### src/rtl/assert_macros.svh
// ---------------------------------------------------------------------------
// Assertion macros shared by the RTL
// ---------------------------------------------------------------------------
`ifndef ASSERT_MACROS_SVH
`define ASSERT_MACROS_SVH

// Property must hold on every clock edge outside reset.
`define ASSERT_ALWAYS(label, clk_sig, rst_sig, expr, msg) \
  label: assert property (@(posedge clk_sig) disable iff (rst_sig) (expr)) \
    else $error(msg);

// Antecedent at one edge implies consequent at the same edge.
`define ASSERT_IMPLIES(label, clk_sig, rst_sig, ante, cons, msg) \
  label: assert property (@(posedge clk_sig) disable iff (rst_sig) (ante) |-> (cons)) \
    else $error(msg);

`endif

### src/rtl/tasr_pkg.sv
`timescale 1ns / 1ps
// ---------------------------------------------------------------------------
// tasr_pkg
// Types, constants and helpers of the two-axis servo ramp generator.
// ---------------------------------------------------------------------------
package tasr_pkg;

  localparam logic       OP_TICK        = 1'b0;
  localparam logic       OP_MOVE        = 1'b1;
  localparam logic [7:0] ANGLE_MAX      = 8'd180;
  localparam logic [7:0] ANGLE_RESET    = 8'd90;
  localparam logic [15:0] INTERVAL_RESET = 16'd50;
  localparam logic [15:0] COUNT_MAX     = 16'hFFFF;

  typedef struct packed {
    logic        opcode;
    logic        axis;
    logic [15:0] target_angle;
    logic [15:0] move_duration;
  } in_item_t;

  typedef struct packed {
    logic       out_axis;
    logic [7:0] angle;
    logic       last;
  } out_item_t;

  // Classified item as it sits in the queue between front and back.
  typedef struct packed {
    logic        is_move;
    logic        axis;
    logic [7:0]  goal;
    logic [15:0] dur;
  } cmd_t;

  function automatic logic [15:0] sat_inc(input logic [15:0] v);
    sat_inc = (v == COUNT_MAX) ? v : v + 16'd1;
  endfunction

endpackage

### src/rtl/tasr_div.sv
`timescale 1ns / 1ps
// ---------------------------------------------------------------------------
// tasr_div
// Restoring divider, one quotient bit per cycle, 8-bit quotient. The caller
// guarantees dividend < divisor * 256.
// ---------------------------------------------------------------------------
module tasr_div import tasr_pkg::*; (
  input  logic        clk,
  input  logic        rst,
  input  logic        start,
  input  logic [23:0] dividend,
  input  logic [15:0] divisor,
  output logic        done,
  output logic [7:0]  quotient
);

  logic [15:0] rem;
  logic [15:0] dvs;
  logic [7:0]  work;
  logic [2:0]  cnt;
  logic        busy;
  logic [16:0] trial;
  logic        ge;

  assign trial    = {rem, work[7]};
  assign ge       = trial >= {1'b0, dvs};
  assign quotient = work;

  always_ff @(posedge clk) begin
    if (rst) begin
      busy <= 1'b0;
      done <= 1'b0;
      cnt  <= 3'd0;
    end else begin
      done <= 1'b0;
      if (start) begin
        rem  <= dividend[23:8];
        work <= dividend[7:0];
        dvs  <= divisor;
        cnt  <= 3'd0;
        busy <= 1'b1;
      end else if (busy) begin
        rem  <= ge ? 16'(trial - {1'b0, dvs}) : trial[15:0];
        work <= {work[6:0], ge};
        cnt  <= cnt + 3'd1;
        if (cnt == 3'd7) begin
          busy <= 1'b0;
          done <= 1'b1;
        end
      end
    end
  end

endmodule

### src/rtl/tasr_front.sv
`timescale 1ns / 1ps
// ---------------------------------------------------------------------------
// tasr_front
// Accepts input items, clamps move targets, drops moves for absent axes and
// queues the rest in a two-entry queue for the back end.
// ---------------------------------------------------------------------------
module tasr_front import tasr_pkg::*; #(
  parameter int AXES = 2
) (
  input  logic     clk,
  input  logic     rst,
  input  logic     in_valid,
  output logic     in_ready,
  input  in_item_t in_data,
  output logic     q_valid,
  output cmd_t     q_item,
  input  logic     q_pop
);

  cmd_t       slots [2];
  logic       wr_ptr;
  logic       rd_ptr;
  logic [1:0] count;
  cmd_t       cmd;
  logic       keep;
  logic       push;
  logic       pop;

  always_comb begin
    cmd.is_move = (in_data.opcode == OP_MOVE);
    cmd.axis    = in_data.axis;
    cmd.dur     = in_data.move_duration;
    if (in_data.target_angle[15]) begin
      cmd.goal = 8'd0;
    end else if (in_data.target_angle > {8'd0, ANGLE_MAX}) begin
      cmd.goal = ANGLE_MAX;
    end else begin
      cmd.goal = in_data.target_angle[7:0];
    end
  end

  // Drop moves naming an axis that is not built.
  assign keep     = (in_data.opcode == OP_TICK) || (int'(in_data.axis) < AXES);
  assign in_ready = (count != 2'd2);
  assign push     = in_valid && in_ready && keep;
  assign pop      = q_pop && (count != 2'd0);
  assign q_valid  = (count != 2'd0);
  assign q_item   = slots[rd_ptr];

  always_ff @(posedge clk) begin
    if (rst) begin
      wr_ptr <= 1'b0;
      rd_ptr <= 1'b0;
      count  <= 2'd0;
    end else begin
      if (push) begin
        slots[wr_ptr] <= cmd;
        wr_ptr        <= ~wr_ptr;
      end
      if (pop) begin
        rd_ptr <= ~rd_ptr;
      end
      count <= count + {1'b0, push} - {1'b0, pop};
    end
  end

endmodule

### src/rtl/tasr_back.sv
`timescale 1ns / 1ps
// ---------------------------------------------------------------------------
// tasr_back
// Executes queued moves and ticks: per-axis ramp state, a scan over the axes
// on each tick, one multiply and a serial divide per intermediate point, and
// the output register.
// ---------------------------------------------------------------------------
module tasr_back import tasr_pkg::*; #(
  parameter int AXES = 2
) (
  input  logic        clk,
  input  logic        rst,
  input  logic [15:0] update_interval,
  input  logic        q_valid,
  input  cmd_t        q_item,
  output logic        q_pop,
  output logic        out_valid,
  input  logic        out_ready,
  output out_item_t   out_data
);

  localparam int IDX_W = (AXES > 1) ? $clog2(AXES) : 1;
  localparam logic [IDX_W-1:0] IDX_LAST = IDX_W'(AXES - 1);

  typedef enum logic [2:0] {S_IDLE, S_SCAN, S_DIVS, S_DIV, S_EMIT} state_t;

  state_t      state;
  logic [7:0]  cur   [AXES];
  logic [7:0]  start [AXES];
  logic [7:0]  goal  [AXES];
  logic [15:0] ramp  [AXES];
  logic [15:0] tss   [AXES];
  logic [15:0] tsu   [AXES];
  logic [AXES-1:0] moving;

  logic [IDX_W-1:0] idx;
  logic [IDX_W-1:0] sel;
  logic [23:0]      prod;
  out_item_t        pend;
  logic             pend_move;

  logic [AXES-1:0]  due_vec;
  logic             later_due;
  logic [15:0]      tss_inc;
  logic [15:0]      tsu_inc;
  logic [7:0]       diff;
  logic [7:0]       ramp_ang;
  logic             out_free;
  logic             div_done;
  logic [7:0]       div_q;

  assign sel = (state == S_IDLE) ? IDX_W'(q_item.axis) : idx;

  always_comb begin
    for (int j = 0; j < AXES; j++) begin
      due_vec[j] = moving[j] && (sat_inc(tsu[j]) >= update_interval);
    end
    later_due = 1'b0;
    for (int j = 0; j < AXES; j++) begin
      if (j > int'(idx) && due_vec[j]) begin
        later_due = 1'b1;
      end
    end
  end

  assign tss_inc  = sat_inc(tss[sel]);
  assign tsu_inc  = sat_inc(tsu[sel]);
  assign diff     = (goal[sel] >= start[sel]) ? goal[sel] - start[sel]
                                              : start[sel] - goal[sel];
  assign ramp_ang = (goal[sel] >= start[sel]) ? start[sel] + div_q : start[sel] - div_q;
  assign out_free = !out_valid || out_ready;
  assign q_pop    = (state == S_IDLE) && q_valid;

  tasr_div u_div (
    .clk      (clk),
    .rst      (rst),
    .start    (state == S_DIVS),
    .dividend (prod),
    .divisor  (ramp[sel]),
    .done     (div_done),
    .quotient (div_q)
  );

  always_ff @(posedge clk) begin
    if (rst) begin
      state     <= S_IDLE;
      idx       <= '0;
      moving    <= '0;
      out_valid <= 1'b0;
      pend_move <= 1'b0;
      for (int j = 0; j < AXES; j++) begin
        cur[j]   <= ANGLE_RESET;
        start[j] <= ANGLE_RESET;
        goal[j]  <= ANGLE_RESET;
        ramp[j]  <= 16'd0;
        tss[j]   <= 16'd0;
        tsu[j]   <= 16'd0;
      end
    end else begin
      if (out_valid && out_ready) begin
        out_valid <= 1'b0;
      end
      unique case (state)
        S_IDLE: begin
          if (q_valid) begin
            if (q_item.is_move) begin
              goal[sel]  <= q_item.goal;
              start[sel] <= cur[sel];
              ramp[sel]  <= q_item.dur;
              tss[sel]   <= 16'd0;
              tsu[sel]   <= 16'd0;
              if (q_item.dur == 16'd0 || cur[sel] == q_item.goal) begin
                cur[sel]       <= q_item.goal;
                moving[sel]    <= 1'b0;
                pend.out_axis  <= q_item.axis;
                pend.angle     <= q_item.goal;
                pend.last      <= 1'b1;
                pend_move      <= 1'b1;
                state          <= S_EMIT;
              end else begin
                moving[sel] <= 1'b1;
              end
            end else begin
              idx   <= '0;
              state <= S_SCAN;
            end
          end
        end
        S_SCAN: begin
          pend.out_axis <= idx[0];
          pend.last     <= !later_due;
          pend_move     <= 1'b0;
          if (moving[sel]) begin
            tss[sel] <= tss_inc;
            tsu[sel] <= tsu_inc;
          end
          if (due_vec[sel]) begin
            if (tss_inc >= ramp[sel]) begin
              cur[sel]    <= goal[sel];
              moving[sel] <= 1'b0;
              pend.angle  <= goal[sel];
              state       <= S_EMIT;
            end else begin
              // Intermediate point: clear the update timer, divide next.
              tsu[sel] <= 16'd0;
              prod     <= {16'd0, diff} * {8'd0, tss_inc};
              state    <= S_DIVS;
            end
          end else if (idx == IDX_LAST) begin
            state <= S_IDLE;
          end else begin
            idx <= idx + IDX_W'(1);
          end
        end
        S_DIVS: begin
          state <= S_DIV;
        end
        S_DIV: begin
          if (div_done) begin
            cur[sel]   <= ramp_ang;
            pend.angle <= ramp_ang;
            state      <= S_EMIT;
          end
        end
        S_EMIT: begin
          if (out_free) begin
            out_valid <= 1'b1;
            out_data  <= pend;
            if (pend_move || idx == IDX_LAST) begin
              state <= S_IDLE;
            end else begin
              idx   <= idx + IDX_W'(1);
              state <= S_SCAN;
            end
          end
        end
        default: state <= S_IDLE;
      endcase
    end
  end

endmodule

### src/rtl/two_axis_servo_linear_ramp.sv
`timescale 1ns / 1ps
// ---------------------------------------------------------------------------
// two_axis_servo_linear_ramp
// Two-axis servo angle ramp generator: move commands and millisecond ticks in,
// commanded angles out.
// ---------------------------------------------------------------------------
// A move command passes the front queue and is executed when the back end
// pops it while idle; a jump then goes through the emit state. A tick scans
// the axes in order, and each axis that reaches an intermediate ramp point
// goes through the multiply register and the 8-step serial divider before
// its point is emitted; an axis that lands on its target is emitted directly.
// Results leave through an output register, and the two-entry queue buffers
// input items while the back end works or the output side stalls.
module two_axis_servo_linear_ramp import tasr_pkg::*; #(
  parameter int AXES = 2
) (
  input  logic        clk,
  input  logic        rst,
  input  logic        in_valid,
  output logic        in_ready,
  input  in_item_t    in_data,
  output logic        out_valid,
  input  logic        out_ready,
  output out_item_t   out_data,
  input  logic        cfg_we,
  input  logic [15:0] cfg_wdata
);

`include "assert_macros.svh"

  logic [15:0] update_interval;
  logic        q_valid;
  cmd_t        q_item;
  logic        q_pop;

  always_ff @(posedge clk) begin
    if (rst) begin
      update_interval <= INTERVAL_RESET;
    end else if (cfg_we) begin
      update_interval <= cfg_wdata;
    end
  end

  tasr_front #(.AXES(AXES)) u_front (
    .clk      (clk),
    .rst      (rst),
    .in_valid (in_valid),
    .in_ready (in_ready),
    .in_data  (in_data),
    .q_valid  (q_valid),
    .q_item   (q_item),
    .q_pop    (q_pop)
  );

  tasr_back #(.AXES(AXES)) u_back (
    .clk             (clk),
    .rst             (rst),
    .update_interval (update_interval),
    .q_valid         (q_valid),
    .q_item          (q_item),
    .q_pop           (q_pop),
    .out_valid       (out_valid),
    .out_ready       (out_ready),
    .out_data        (out_data)
  );

  `ASSERT_IMPLIES(a_angle_range, clk, rst, out_valid, out_data.angle <= ANGLE_MAX, "angle out of range")
  `ASSERT_IMPLIES(a_axis_range, clk, rst, out_valid, int'(out_data.out_axis) < AXES, "result for absent axis")
  `ASSERT_ALWAYS(a_full_queue, clk, rst, in_ready || q_valid, "input stalled with empty queue")

endmodule
### config.mk
export PLATFORM = sky130hd
export DESIGN_NAME = two_axis_servo_linear_ramp
export DESIGN_NICKNAME = d
export VERILOG_FILES = /design/src/rtl/tasr_pkg.sv /design/src/rtl/tasr_div.sv /design/src/rtl/tasr_front.sv /design/src/rtl/tasr_back.sv /design/src/rtl/two_axis_servo_linear_ramp.sv
export VERILOG_INCLUDE_DIRS = /design/src /design/src/rtl
export SDC_FILE = /design/constraint.sdc
export NUM_CORES = 1
export LEC_CHECK = 0
export CAP_MARGIN = 20
export CORE_MARGIN = 8
export CORE_UTILIZATION = 59
export CTS_CLUSTER_SIZE = 16
export DETAILED_ROUTE_END_ITERATION = 8
export DONT_BUFFER_PORTS = 1
export PLACE_DENSITY = 0.8
export REMOVE_ABC_BUFFERS = 1
export SLEW_MARGIN = 20
export SYNTH_ARGS = -nofsm -noshare
export SYNTH_HDL_FRONTEND = slang
export SYNTH_SLANG_ARGS = --single-unit
### constraint.sdc
create_clock -name clk -period 14.7 [get_ports clk]
set_input_delay 2.94 -clock clk [delete_from_list [all_inputs] [get_ports clk]]
set_output_delay 2.94 -clock clk [all_outputs]
set_load 0.005 [all_outputs]
---- Word level (Yosys, flattened, before mapping) ----
Memories as Yosys holds them, arrays and structs flattened. A register that Yosys moved wholly into a read port is not among the register bits.
Cells that the tools add are included.
storage, ports and cells
  bits in registers ....................... 117
  memory bits (writable) .................. 196
  output and inout bits ................... 12
  word-level logic and storage cells ...... 249
  memories ................................ 7
memories
  name           words  width  read ports  clocked after Yosys merged registers in  wr ports  RTL line          text
  u_front.slots  2      26     1           1                                        1         tasr_front.sv:20  cmd_t slots [2];
  u_back.ramp    2      16     1           0                                        2         tasr_back.sv:31   logic [15:0] ramp [AXES];
  u_back.tss     2      16     1           0                                        2         tasr_back.sv:32   logic [15:0] tss [AXES];
  u_back.tsu     2      16     3           0                                        2         tasr_back.sv:33   logic [15:0] tsu [AXES];
  u_back.cur     2      8      1           0                                        2         tasr_back.sv:28   logic [7:0] cur [AXES];
  u_back.goal    2      8      1           0                                        2         tasr_back.sv:30   logic [7:0] goal [AXES];
  +1 memories    -      -      -           -                                        -         -
operators by class
  add/sub/neg operators ................... 13
  $mul .................................... 1
  order comparisons ....................... 9
  equality and inequality tests ........... 23
  mux-type cells .......................... 123
  bitwise gates (word level) .............. 13
  reduce and logical (&&, ||, !) cells .... 38
operators with widths
  cell                                                  count
  two-way mux 16 bit                                    13
  two-way mux 8 bit                                     14
  two-way mux 1 bit                                     72
  adder 16 x 1 -> 16 bit (second input constant)        4
  equality test 16 bit (second input constant)          4
  greater-or-equal comparator 16 bit                    3
  OR reduction 16 bit                                   3
  two-way mux 10 bit                                    3
  multiplier 8 x 16 -> 24 bit                           1
  two-way mux 3 bit                                     8
  case mux 8 bit (3 select lines)                       1
  OR reduction 8 bit                                    3
  subtractor 8 bit                                      3
  greater-or-equal comparator 17 x 16 -> 1 bit          1
  > comparator 16 x 8 -> 1 bit (second input constant)  1
  zero test 16 bit                                      1
  subtractor 16 bit                                     1
  case mux 3 bit (5 select lines)                       1
  AND reduction 5 bit                                   3
  != test 2 bit (second input constant)                 7
  two-way mux 2 bit                                     5
  adder 8 bit                                           1
  equality test 8 bit                                   1
  greater-or-equal comparator 8 bit                     1
  35 further kinds                                      65

---- Longest topological paths before layout ----
Gate-level depths: netlist of the first run.
An unclocked memory read counts as a cell.
  depth after elaboration ................. 15
  gate-level depth with buffers ........... 41
  depth with buffers taken out ............ 34

---- Cells and area by module ----
Synthesis of the first run repeated with hierarchy kept, for this count alone.
unflattened totals
  cell total of the unflattened synthesis .. 2186
  area, all modules ....................... 21982.3 um^2
by module, submodules not included
  module                      instances  cells an instance  area each (um^2)  sequential area each (um^2)
  tasr_back                   1          1749               16360.7           5805.6
  tasr_div                    1          259                2798.9            1301.2
  tasr_front                  1          126                2237.1            1661.6
  two_axis_servo_linear_ramp  1          52                 585.6             320.3

---- Least setup slack after synthesis of the first run ----
Ideal clock, no wire load.
  path kind ............................... reg-to-reg
  from .................................... register (tool-made name)
  to ...................................... register u_back.prod[21], data pin
  library setup time ...................... 258 ps
  arrival ................................. 8854 ps
  setup slack ............................. 5588 ps
  stages on the path, launching flop included .. 40
  path buffers ............................ 8
  period minus slack after synthesis ...... 9112 ps
  path through ............................ dfxtp_1 -> buf_6 -> mux2_4 -> mux2i_4 -> buf_6 -> buf_4 -> buf_2 -> buf_2 -> clkbuf_1 -> buf_1 -> nand2_1 -> and2_1 -> ha_1 -> and4_1 -> buf_1 -> nand3_1 -> mux2i_1 -> nor3_4 -> [4 not listed] -> xnor2_2 -> or2_1 -> fa_1 -> fa_1 -> inv_1 -> fa_1 -> inv_1 -> fa_1 -> inv_1 -> ha_1 -> a21boi_0 -> o21ai_0 -> a21oi_1 -> a211oi_1 -> o21ai_0 -> a41oi_1 -> nor2b_1 -> xnor2_1
RTL lines
  what                    RTL line          text
  end signal: assignment  tasr_back.sv:146  prod <= {16'd0, diff} * {8'd0, tss_inc};
  end: declaration        tasr_back.sv:38   logic [23:0] prod;

---- Worst setup path in the final report of the first run ----
  from .................................... register u_back.state[1]
  to ...................................... register u_back.prod[21], data pin
between the ends
  word-level cells in the longest chain between the ends .. 6
ends and longest elaborated chain
  what                                                            RTL line                         text
  start: declaration                                              tasr_back.sv:27                  state_t state;
  start signal: assignment                                        tasr_back.sv:86                  state <= S_IDLE;
  start signal: assignment                                        tasr_back.sv:119                 state <= S_EMIT;
  start signal: assignment                                        tasr_back.sv:125                 state <= S_SCAN;
  zero test 3 bit *                                               tasr_back.sv:52                  assign sel = (state == S_IDLE) ? IDX_W'(q_item.axis) : idx;
  two-way mux 1 bit *                                             tasr_back.sv:52
  memory read (2 x 16 bit) (tied with other cells)                -
  adder 16 x 1 -> 16 bit (tied with other cells)                  tasr_pkg.sv:37                   sat_inc = (v == COUNT_MAX) ? v : v + 16'd1;
  two-way mux 16 bit / two-way mux 8 bit (equally long branches)  tasr_pkg.sv:37, tasr_back.sv:68
  multiplier 8 x 16 -> 24 bit *                                   tasr_back.sv:146
Mark *: on every way between the ends. The rest lies on a longest branch, timed or not.
A chain may end at the register's enable or synchronous reset.

==> flow_summary.ini, run 1 <==
[min_path]
hold_path_depth = 0
min_to = u_back.out_data[1]$_DFFE_PP_
hp-class = flip-flop to flip-flop
worst_hold_startpoint = u_back.pend[1]$_DFFE_PP_

[layout]
final_util = 0.633
final_nets = 2413
area_growth_pct = 6.75
regArea_mm2 = 0.00909
fillers = 2802
stdcell_count = 2629
multi_input_area_mm2 = 0.0113
drive_gt1_frac = 0.0648

[clocking]
cts.path.max_buffers = 3
cts.sinks = 314
insertion_delay_ps = 530
cts_root_buf = clkbuf_16
cts_tree = done
hold_buffers = 0
cts_max_level = 2
clk_pin_slew_ps = 60
cts_resized = 0
cts_inserted_buffers = 35
postCtsSetupRepairBufs = 0

[place]
hpwl_mm = 38.4
place_inst = 2568
gp_congestion = 0.942
portBuffers = 0

[route]
wire_per_inst_um = 19.6
drtAntennaViolNets = 0
first_pass_iters = 7
drc = 0
num_vias = 15900
viasPerCell = 6.06
wl_mm = 51.5
drtIter0Drc = 1477

[synth]
synth_seq_cells = 314
synth_most_common_cell = nor2_1
synthCells = 2161
synth_top_area_cell = edfxtp_1
syn_avg_cell_area_um2 = 9.98
synth_area_mm2 = 0.0216
yosys_warnings = 0
async_flop_share = 0
yosys-top-cells-area = edfxtp_1 39%, fa_1 8.0%, ha_1 7.8%
synth_edf_count = 280
synth_top_cell_area_share = 0.390
synthDistinctLibCells = 86
synth_commonest_cells = 319 x nor2_1, 280 x edfxtp_1, 237 x nand2_1
ys_seq_area_frac = 0.421
ys.flop_type = edfxtp_1

[sta]
slew_headroom = 0.313
hold_viol_final = 0
period_share = 0.679
rsz0062_at_grt = no
setup_viol = 0
hold_ws_ps = 423
max_freq_mhz = 100
maxSlewViolCount = 0
tightest_slew_ps = 1030
final.min_clock_period_ps = 9990
fin_skew_ps = 21.9
setup_tns_ps = 0

[die]
row_count = 70
initial_core_util = 0.593
io-pin-count = 67
coreArea_mm2 = 0.0363
die-width_um = 207
dieArea_mm2 = 0.0429
die_y_um = 207

[global_routing]
grt_max_degree = 69
grt_pass1_vias = 16000
grt_pass1_wl_mm = 83.9
globalRouteOverflowTotal = 0
grt_usage = 0.237
antenna_found_initial = 4

[setup_path]
start_kind = flip-flop
cp.required_ps = 14970
crit_path_max_incr_delay_ps = 700
cp_common_cell = fa_1
r2r-start = u_back.state[1]$_SDFFE_PP0P_
path_class = flip-flop to flip-flop
regToRegSetupSlack_ps = 4710
worstPathMaxFanout = 68
slowest_stage = xor2_2
r2r_end = u_back.prod[21]$_DFFE_PP_
critPathArrivalTime_ps = 10250
end_kind = flip-flop
reg2regPathDepth = 30

[job]
maxCapViolations = 0

[status]
status = finished clean
-- cell type report --
cell class	count	area share
diodes	1	0.000109
clock buffers	46	0.0421
clock inverters	14	0.00321
inverters	203	0.0331
multi-input cells	1555	0.492
flip-flops and latches	314	0.395
well taps	468	0.0254
repair buffers	28	0.00913
-- stage by stage --
stage / cell area, um^2 / setup WS (ps)
after floorplan: 21200 / 4770
after global placement: 22000 / 5150
after detailed placement: 22000 / 4810
after CTS: 23000 / 4750
after global routing: 23000 / 3990
final: 23000 / 4710
-- critical path: cells and delay by family (launching register included) --
kind                     cells  cell delay [ps]
buffers and inverters        4              890
XOR/XNOR                     2              770
adder cells (fa/ha/maj)      6             2890
flip-flops                   1              540
AO/OA/AOI/OAI                7             1490
multiplexers                 4             1170
AND/OR/NAND/NOR              7             1920
-- flip-flops by register name (all words and copies together) (netlist names), 24 cells and up, named ones only --
register       flops
u_back.prod       24
u_back.ramp       32
u_back.tss        32
u_back.tsu        32
u_front.slots     52
-- placed cells by master (no fill, tap or decap), types with 21 or more instances in the layout --
cell       Yosys  routed
fa_1          86      86
nor3_1        38      36
and2_1        40      40
xnor2_1       73      73
and3_1        28      28
edfxtp_1     280     280
nand3_1       46      46
inv_1        202     202
xor2_1        32      31
nor2_1       319     318
dfxtp_1       34      34
buf_4          5      28
nor4_1        21      21
a21oi_1       62      62
o211ai_1      31      31
ha_1         135     135
clkbuf_16      0      37
o21ai_0       39      39
nand2_1      237     237
mux2i_1       99      99
-- cells by family (layout without fill, tap and decap cells) --
| kind of cell | after synthesis | after routing | synth area share |
|---|---|---|---|
| and+or+nand+nor | 835 | 835 | 0.176 |
| DFF | 314 | 314 | 0.421 |
| buffers and inverters | 292 | 291 | 0.0541 |
| AOI/OAI and AO/OA | 269 | 269 | 0.0856 |
| adders and majority gates | 222 | 222 | 0.159 |
| muxes | 120 | 120 | 0.0582 |
| xor gates and xnor gates | 109 | 109 | 0.0457 |
| other | 0 | 1 | 0 |
-- metal layers --
metal | global-route usage | wire, um
met3 | 0.0451 | 4100
met1 | 0.312 | 21800
met2 | 0.394 | 24300
met4 | 0.0717 | 1250
met5 | 0 | 41
-- worst max path at each step --
stage | end | slack, ps | startpoint
after global routing | u_back.prod[21]$_DFFE_PP_ | 3990 | u_back.state[1]$_SDFFE_PP0P_
after floorplan | u_back.prod[21]$_DFFE_PP_ | 4770 | flip-flop
after global placement | u_back.prod[21]$_DFFE_PP_ | 5150 | u_back.state[1]$_SDFFE_PP0P_
final | u_back.prod[21]$_DFFE_PP_ | 4710 | u_back.state[1]$_SDFFE_PP0P_
after detailed placement | u_back.prod[21]$_DFFE_PP_ | 4810 | u_back.state[1]$_SDFFE_PP0P_
after CTS | u_back.prod[21]$_DFFE_PP_ | 4750 | u_back.state[1]$_SDFFE_PP0P_
Power of run 1 is not shown: default switching activity piles up to over one toggle a cycle in this logic, so the estimate is an artifact.
==> run 2, diff against run 1 <==
clock period = 9.9 ns   (was 14.7 ns; I/O delays follow)
==> flow_summary.ini, run 2 (synthesis gave the netlist of run 1 again) <==
[route]
drtIter0Drc = 1551
num_vias = 15900
drtAntennaViolNets = 0
first_pass_iters = 7
viasPerCell = 6.03
wl_mm = 51.6
wire_per_inst_um = 19.5
drc = 0

[clocking]
cts_max_level = 2
hold_buffers = 0
cts.path.max_buffers = 3
cts.sinks = 314
cts_resized = 0
insertion_delay_ps = 520
cts_root_buf = clkbuf_16
cts_tree = done
cts_inserted_buffers = 35
postCtsSetupRepairBufs = 0
clk_pin_slew_ps = 60

[global_routing]
top_usage_layer = met2
use_met1 = 0.310
met3_usage = 0.0438
grt_max_degree = 60
grt_pass1_wl_mm = 84.0
grt_pass1_vias = 15900
grt_use_met2 = 0.401
globalRouteOverflowTotal = 0
antenna_found_initial = 1
grt_usage = 0.237

[sta]
max_freq_mhz = 108
maxSlewViolCount = 0
final.min_clock_period_ps = 9290
hold_viol_final = 0
fin_skew_ps = 37.8
rsz0062_at_grt = no
slew_headroom = 0.317
tightest_slew_ps = 1020
setup_viol = 0
period_share = 0.939

[setup_path]
worstPathMaxFanout = 16
path_class = flip-flop to flip-flop
critPathArrivalTime_ps = 9540
crit_path_max_incr_delay_ps = 550
worst-path-buf-inv = 5
end_kind = flip-flop
cpLargestDelayFamily = adder cells
slowest_stage = fa_1
start_kind = flip-flop
cp.required_ps = 10150

[die]
initial_core_util = 0.593
dieArea_mm2 = 0.0429
row_count = 70
io-pin-count = 67
die_y_um = 207
coreArea_mm2 = 0.0363
die-width_um = 207

[layout]
stdcell_count = 2642
final_cell_mix = 318 x nor2_1, 280 x edfxtp_1, 237 x nand2_1
area_growth_pct = 7.65
largest_reg_flops = 52
drive_gt1_frac = 0.0709
final_nets = 2426
regMostFlops = u_front.slots
final_common_cell = nor2_1

[place]
portBuffers = 0
gp_congestion = 0.936
hpwl_mm = 38.5
place_inst = 2573

[min_path]
hp-class = flip-flop to flip-flop

[job]
maxCapViolations = 0

[status]
status = finished clean
==> run 2: worst paths after layout <==
kind	start	to	slack, ps	depth (start not counted)
min reg2reg	u_back.pend[1]$_DFFE_PP_	u_back.out_data[1]$_DFFE_PP_	420	0
min	u_back.pend[1]$_DFFE_PP_	u_back.out_data[1]$_DFFE_PP_	420	0
max	u_back.state[2]$_SDFFE_PP0P_	u_back.prod[21]$_DFFE_PP_	610	32
max reg2reg	u_back.state[2]$_SDFFE_PP0P_	u_back.prod[21]$_DFFE_PP_	610	32
==> run 2: per-stage QoR <==
step            util  TNS [ps]  cell area (um^2)  worst slack (ps)  hold slack (ps)
2_1_floorplan      -     -32.0             21200             -25.3              400
3_3_place_gp   0.605         0             22000               797              403
3_5_place_dp   0.605         0             22000               517              407
4_1_cts        0.637         0             23100               472              421
5_1_grt        0.639         0             23200              72.6              420
6_report       0.639         0             23200               608              423
==> run 2: area by class of cell <==
| cell class | instances | area (um^2) |
|---|---|---|
| antenna | 2 | 5.00 |
| clock buffer | 42 | 902 |
| clock inverter | 17 | 226 |
| fill | 2798 | 13100 |
| inverter | 203 | 762 |
| multi-input combinational | 1555 | 11300 |
| sequential | 314 | 9090 |
| tap | 468 | 586 |
| timing repair buffer | 41 | 315 |
==> run 2: routing by layer <==
| metal | part of all wire | routed length (um) | vias up |
|---|---|---|---|
| met5 | 0 | 0 | - |
| li1 | - | - | 7441 |
| met3 | 0.081 | 4180 | 98 |
| met2 | 0.48 | 24700 | 646 |
| met1 | 0.42 | 21600 | 7734 |
| met4 | 0.023 | 1190 | 0 |
Power of run 2 is left out for the same reason.
